$ cat src/sv/qtm_fifo.sv
// ----------------------------------------------------------------------------
// qtm_fifo
// Small register queue with show-ahead read, used between pipeline parts.
// ----------------------------------------------------------------------------
`default_nettype none

module qtm_fifo #(
  parameter int WIDTH = 8,
  parameter int DEPTH = 4
) (
  input  wire logic             clk,
  input  wire logic             rst,
  input  wire logic             wr,
  input  wire logic [WIDTH-1:0] wdata,
  input  wire logic             rd,
  output logic      [WIDTH-1:0] rdata,
  output logic                  full,
  output logic                  empty
);

  localparam int PTRW = (DEPTH > 1) ? $clog2(DEPTH) : 1;
  localparam int CNTW = $clog2(DEPTH + 1);

  logic [WIDTH-1:0] mem [DEPTH];
  logic [PTRW-1:0]  wptr, rptr;
  logic [CNTW-1:0]  count;
  logic             do_wr, do_rd;

  assign full  = (count == CNTW'(DEPTH));
  assign empty = (count == '0);
  assign do_wr = wr && !full;
  assign do_rd = rd && !empty;
  assign rdata = mem[rptr];

  always_ff @(posedge clk) begin
    if (do_wr) begin
      mem[wptr] <= wdata;
    end
  end

  always_ff @(posedge clk) begin
    if (rst) begin
      wptr  <= '0;
      rptr  <= '0;
      count <= '0;
    end else begin
      if (do_wr) begin
        wptr <= (wptr == PTRW'(DEPTH - 1)) ? '0 : wptr + 1'b1;
      end
      if (do_rd) begin
        rptr <= (rptr == PTRW'(DEPTH - 1)) ? '0 : rptr + 1'b1;
      end
      if (do_wr && !do_rd) begin
        count <= count + 1'b1;
      end else if (do_rd && !do_wr) begin
        count <= count - 1'b1;
      end
    end
  end

  a_count_range: assert property (@(posedge clk) disable iff (rst)
    count <= CNTW'(DEPTH)) else $error("fifo count out of range");

  a_full_empty: assert property (@(posedge clk) disable iff (rst)
    !(full && empty)) else $error("fifo full and empty at once");

  a_hold_when_idle: assert property (@(posedge clk) disable iff (rst)
    (!do_wr && !do_rd) |=> $stable(count)) else $error("fifo count moved");

endmodule

`default_nettype wire

$ cat config.mk
export PLATFORM = sky130hd
export DESIGN_NAME = qtm_fifo
export DESIGN_NICKNAME = d
export VERILOG_FILES = /design/src/sv/qtm_fifo.sv
export SDC_FILE = /design/constraint.sdc
export NUM_CORES = 1
export LEC_CHECK = 0
export BUFFER_PORTS_ARGS = -buffer_cell sky130_fd_sc_hd__buf_2
export CAP_MARGIN = 30
export CORE_MARGIN = 10
export CORE_UTILIZATION = 40
export DETAILED_ROUTE_END_ITERATION = 10
export PLACE_DENSITY = 0.68
export SLEW_MARGIN = 20
export SYNTH_ARGS = -nofsm -noshare
export SYNTH_HDL_FRONTEND = slang
export SYNTH_SLANG_ARGS = --single-unit
$ cat constraint.sdc
create_clock -name clk -period 2.29 [get_ports clk]
set_input_delay 0.458 -clock clk [delete_from_list [all_inputs] [get_ports clk]]
set_output_delay 0.458 -clock clk [all_outputs]
set_load 0.02 [all_outputs]
* Word-level counts from Yosys, hierarchy flattened
Memories as Yosys holds them, arrays and structs flattened. A register that Yosys moved wholly into a read port is not among the register bits.
Index checks and enable logic that the tools add are counted.
** Storage, ports and cells
- Register bits after elaboration :: 7
- Input bits :: 12
- Memories :: 1
- Bits in latches :: 0
- Bits in read-only memories :: 0
- Logic and storage cells :: 29
- Output and inout bits :: 10
- Memory bits (writable) :: 32
** Cells by class
- Multiply operators :: 0
- Order comparisons :: 0
- Div/mod/pow operators :: 0
- Mux-type cells :: 8
- $add $sub $neg :: 4
- Shift-type cells :: 0
- Reductions and logical operators :: 10
- Equal/unequal tests :: 3
- Bitwise logic cells :: 0
** Memory list
- mem :: words 4, width 8, read ports 1, clocked after Yosys merged registers in 1, write ports 1, RTL line 24 : logic [WIDTH-1:0] mem [DEPTH];
** Operator list (count)
- 2-to-1 mux 2 bit :: 4
- 2-to-1 mux 3 bit :: 2
- adder 2 x 1 -> 2 bit (second input constant) :: 2
- equality test 2 bit (second input constant) :: 2
- logical AND 1 bit :: 4
- zero test 1 bit :: 4
- adder 3 x 1 -> 3 bit (second input constant) :: 1
- equality test 3 bit (second input constant) :: 1
- zero test 3 bit :: 1
- subtractor 3 x 1 -> 3 bit (second input constant) :: 1
- 2-to-1 mux 1 bit :: 2
- nonzero test 2 bit :: 1

* Longest topological paths before layout
- Word-level depth :: 7
- Mapped depth :: 10
- Depth with buffers taken out :: 9

* Worst setup path after synthesis
Ideal clock, no wire load.
- Path kind :: reg-to-reg
- From :: register count[0]
- To :: register count[2]
- Cell stages (with the launch flop) :: 11
- Library setup time :: 70 ps
- Data required time :: 2220 ps
- Buffers on the path :: 1
- Data arrival time :: 2124 ps
- Slack :: 96 ps
- Clock period less this slack :: 2194 ps
- Cells stage by stage :: dfxtp_1 or3b_1 buf_6 clkinv_4 nor2_2 ha_1 inv_1 fa_1 xor2_1 or3_2 a21oi_1
** Between the ends
- Longest elaborated chain between the ends :: 6
- Elaborated cells between the ends (all ways) :: 15
- Those cells by class :: add/sub (2); eq/ne (1); mux (2); reduce/logical (10)
** Ends and longest elaborated chain
- start, declared :: RTL line 26 : logic [CNTW-1:0] count;
- start signal, assigned :: RTL line 54 : count <= count + 1'b1;
- start signal, assigned :: RTL line 56 : count <= count - 1'b1;
- equality test 3 bit * :: RTL line 29 : assign full = (count == CNTW'(DEPTH));
- net full :: RTL line 17 : output logic full,
- zero test 1 bit * :: RTL line 31 : assign do_wr = wr && !full;
- logical AND 1 bit * :: RTL line 31
- net do_wr :: RTL line 27 : logic do_wr, do_rd;
- zero test 1 bit :: RTL line 55 : end else if (do_rd && !do_wr) begin
- logical AND 1 bit :: RTL line 55
- nonzero test 2 bit (no source line)
Mark *: on every way through the listed nets, which the timed path passes. The rest lies on a longest branch. The select of a mux whose other input is x is not followed.
A chain may end at the register's enable or synchronous reset.

* Final worst setup path
- From :: register count[2]
- To :: register count[2]
** Between the ends
- Longest elaborated chain between the ends :: 6
- Elaborated cells between the ends (all ways) :: 15
- Those cells by class :: add/sub (2); eq/ne (1); mux (2); reduce/logical (10)
** Ends and longest elaborated chain (RTL line)
- equality test 3 bit * :: 29
- zero test 1 bit * :: 31
- logical AND 1 bit * :: 31
- net do_wr :: 27
- zero test 1 bit :: 55
- logical AND 1 bit :: 55
- nonzero test 2 bit (no source line)
Marked as above.

==> reports/metrics.yaml <==
global_route:
  grt.total_usage_pct: 7.973
  gr-total-overflow: 0
  grt_pass1_wl_um: 4381
  first_global_vias: 969
  grt_max_degree: 13
  antenna_found_initial: 0
cts:
  root_buffer: "clkbuf_8"
  htreeDepth: 2
  cts_tree: "built"
  cts.reportedPaths.clkPinSlew_ps: 70
  cts.sinks: 41
  cts_buffers: 5
  clk_path_buf_depth: 2
  clk-insertion-delay-late_ps: 290
route:
  route.detailed.drc: 0
  viasPerCell: 5.071
  antenna_left: 0
  wire_per_inst_um: 15.83
  drtIter0Drc: 43
  drt_pass1_iterations: 2
  totalWireLength_um: 2691
  via_count: 862
worst_setup_path:
  reg2reg_depth: 9
  slowest_delay_ps: 430
  r2r_slack_ps: 90
  critical_path_arrival_ps: 2420
  crit_type: "flop to flop"
  slowest_stage: "or3_2"
  setup.worst_path.end_class: "flop"
  start_kind: "flop"
  crit_path_cell_trace: "or3b_4 > clkinv_4 > nor2_2 > ha_2 > inv_1 > fa_1 > xor2_1 > or3_2 > a21oi_2"
  crit_path_max_fanout: 5
  required_ps: 2510
synth:
  synth_edf_count: 32
  avgSynthCellArea_um2: 17.88
  yosysWarningCount: 0
  synthCells: 92
  synth_largest_area_cell: "edfxtp_1"
  synth_top_area_share_pct: 58.40
  ys_ff_latch: 41
  synthesis.nets: 111
  synth_area_um2: 1645
  ys_top_cells_by_area: "edfxtp_1, dfxtp_1, mux4_2"
  synth-seq-area-share_pct: 69.35
  yosys.cell_types.count: 26
  synthFlopType: "edfxtp_1"
  synthArstFlopShare_pct: 0
layout:
  finalCoreUtilization_pct: 48.58
  drive_above_1_share_pct: 45.00
  nets: 139
  n_antenna_cell: 0
  final_cell_mix: "edfxtp_1, buf_2, mux4_2, dfxtp_1"
  area_growth_pct: 18.10
  final_common_cell: "edfxtp_1"
floorplan:
  die_w_um: 84.14
  die_h_um: 84.14
  core_um2: 4000
  die_area_um2: 7079
  rows: 23
  io_pins: 22
  initial_core_util_pct: 41.13
timing:
  maxSlewHeadroom_pct: 71.72
  slew_viol_final: 0
  worstMarginPinSlew_ps: 423.6
  layout_setup_ws_ps: 87.44
  post-route-period-util_pct: 96.18
  fmax_ghz: 0.4540
  layout_min_cycle_time_ps: 2203
  finalSetupViolCount: 0
  finalHoldViolCount: 0
  holdWs_ps: 383.2
  fin_skew_ps: 6.549
place:
  port-buffer-count: 21
  gp_congestion: 0.6927
  dp_hpwl_um: 1927
  preCtsSetupSlack_ps: 22.75
power_and_ir_drop:
  pwr-share-seq_pct: 45.8
  p_leak_nw: 0.7224
  peakVddDrop_uv: 582.1
  share_comb_of_total_power_pct: 28.9
  clkPwrFrac_pct: 25.3
  p_per_area_nw_per_um2: 1096
  finalPower_mw: 2.130
  intPower_mw: 1.512
  swShare_pct: 29.03
  p_sw_uw: 618.6
worst_hold_path:
  min_path_type: "input pin to flop"
  worstHoldPathCells: 1
run:
  cap_violations: 0
status:
  run_status: "complete, no violations"
[metal layers]
metal	part of all wire, %	global-route usage [%]	wire (um)
met5	0	0	0
met2	50	12.79	1357
met1	40	8.007	1071
met3	8.1	4.155	219
met4	1.6	5.023	42
[what timing repair did]
item	4_1_cts	5_1_grt
gates resized for setup	0	6
hold endpoints to repair	0	0
hold buffers	0	0
buffers inserted	0	1
endpoints found under the setup margin	0	1
[logic make-up (layout without fill, tap and decap cells)]
group	Yosys count	in the layout	share of synthesized area (%)
flops	41	41	69.35
fa+ha+maj	7	7	5.779
xor+xnor	2	2	1.065
buf+inv	9	37	2.889
simple gates	16	16	5.704
mux	10	10	12.17
compound gates	7	7	3.041
[sequential cells by signal, summed over array words and instances (netlist names), named ones only]
register  cells
count         3
rptr          2
mem          32
wptr          2
[power groups by stage]
stage | logic (mW) | registers, mW | clock network [mW]
finish | 0.616 | 0.975 | 0.539
global route | 0.681 | 0.990 | 0.592
CTS | 0.605 | 0.966 | 0.559
detailed placement | 0.603 | 0.982 | 0
global placement | 0.577 | 0.975 | 0
floorplan | 0.436 | 0.964 | 0
[stage by stage]
stage	TNS (ps)	std cells	cell area (um2)
after floorplan	0	92	1645
after global placement	0	162	1812
after detailed placement	0	162	1812
after CTS	0	169	1916
after global routing	-3.039	170	1943
final	0	170	1943
[worst max-delay path: cells and delay by family (launching register included)]
family | cells | cell delay, ps
adders and majority gates | 2 | 570
xor gates and xnor gates | 1 | 160
AOI/OAI and AO/OA | 1 | 140
and+or+nand+nor | 3 | 800
buffers and inverters | 2 | 100
DFF | 1 | 350
[cells in the mapped netlist, drive strengths merged (3+ instances only)]
cell,number
a21oi,3
and3,4
inv,4
ha,6
mux4,8
nor2,4
edfxtp,32
buf,3
dfxtp,9
[cell type report]
class | instances | area [um2]
fill | 345 | 2057
sequential | 41 | 1144
multi-input combinational | 42 | 474.2
timing repair buffer | 25 | 135.1
clock buffer | 5 | 68.82
tap | 50 | 62.56
clock inverter | 2 | 35.03
inverter | 5 | 23.77
[worst paths after layout]
kind	from	to
max reg2reg	count[2]	count[2]
min reg2reg	rptr[0]	flop
min	wdata[5]	mem[1][5]
max	count[2]	count[2]
(Power assumes the default switching activity.)
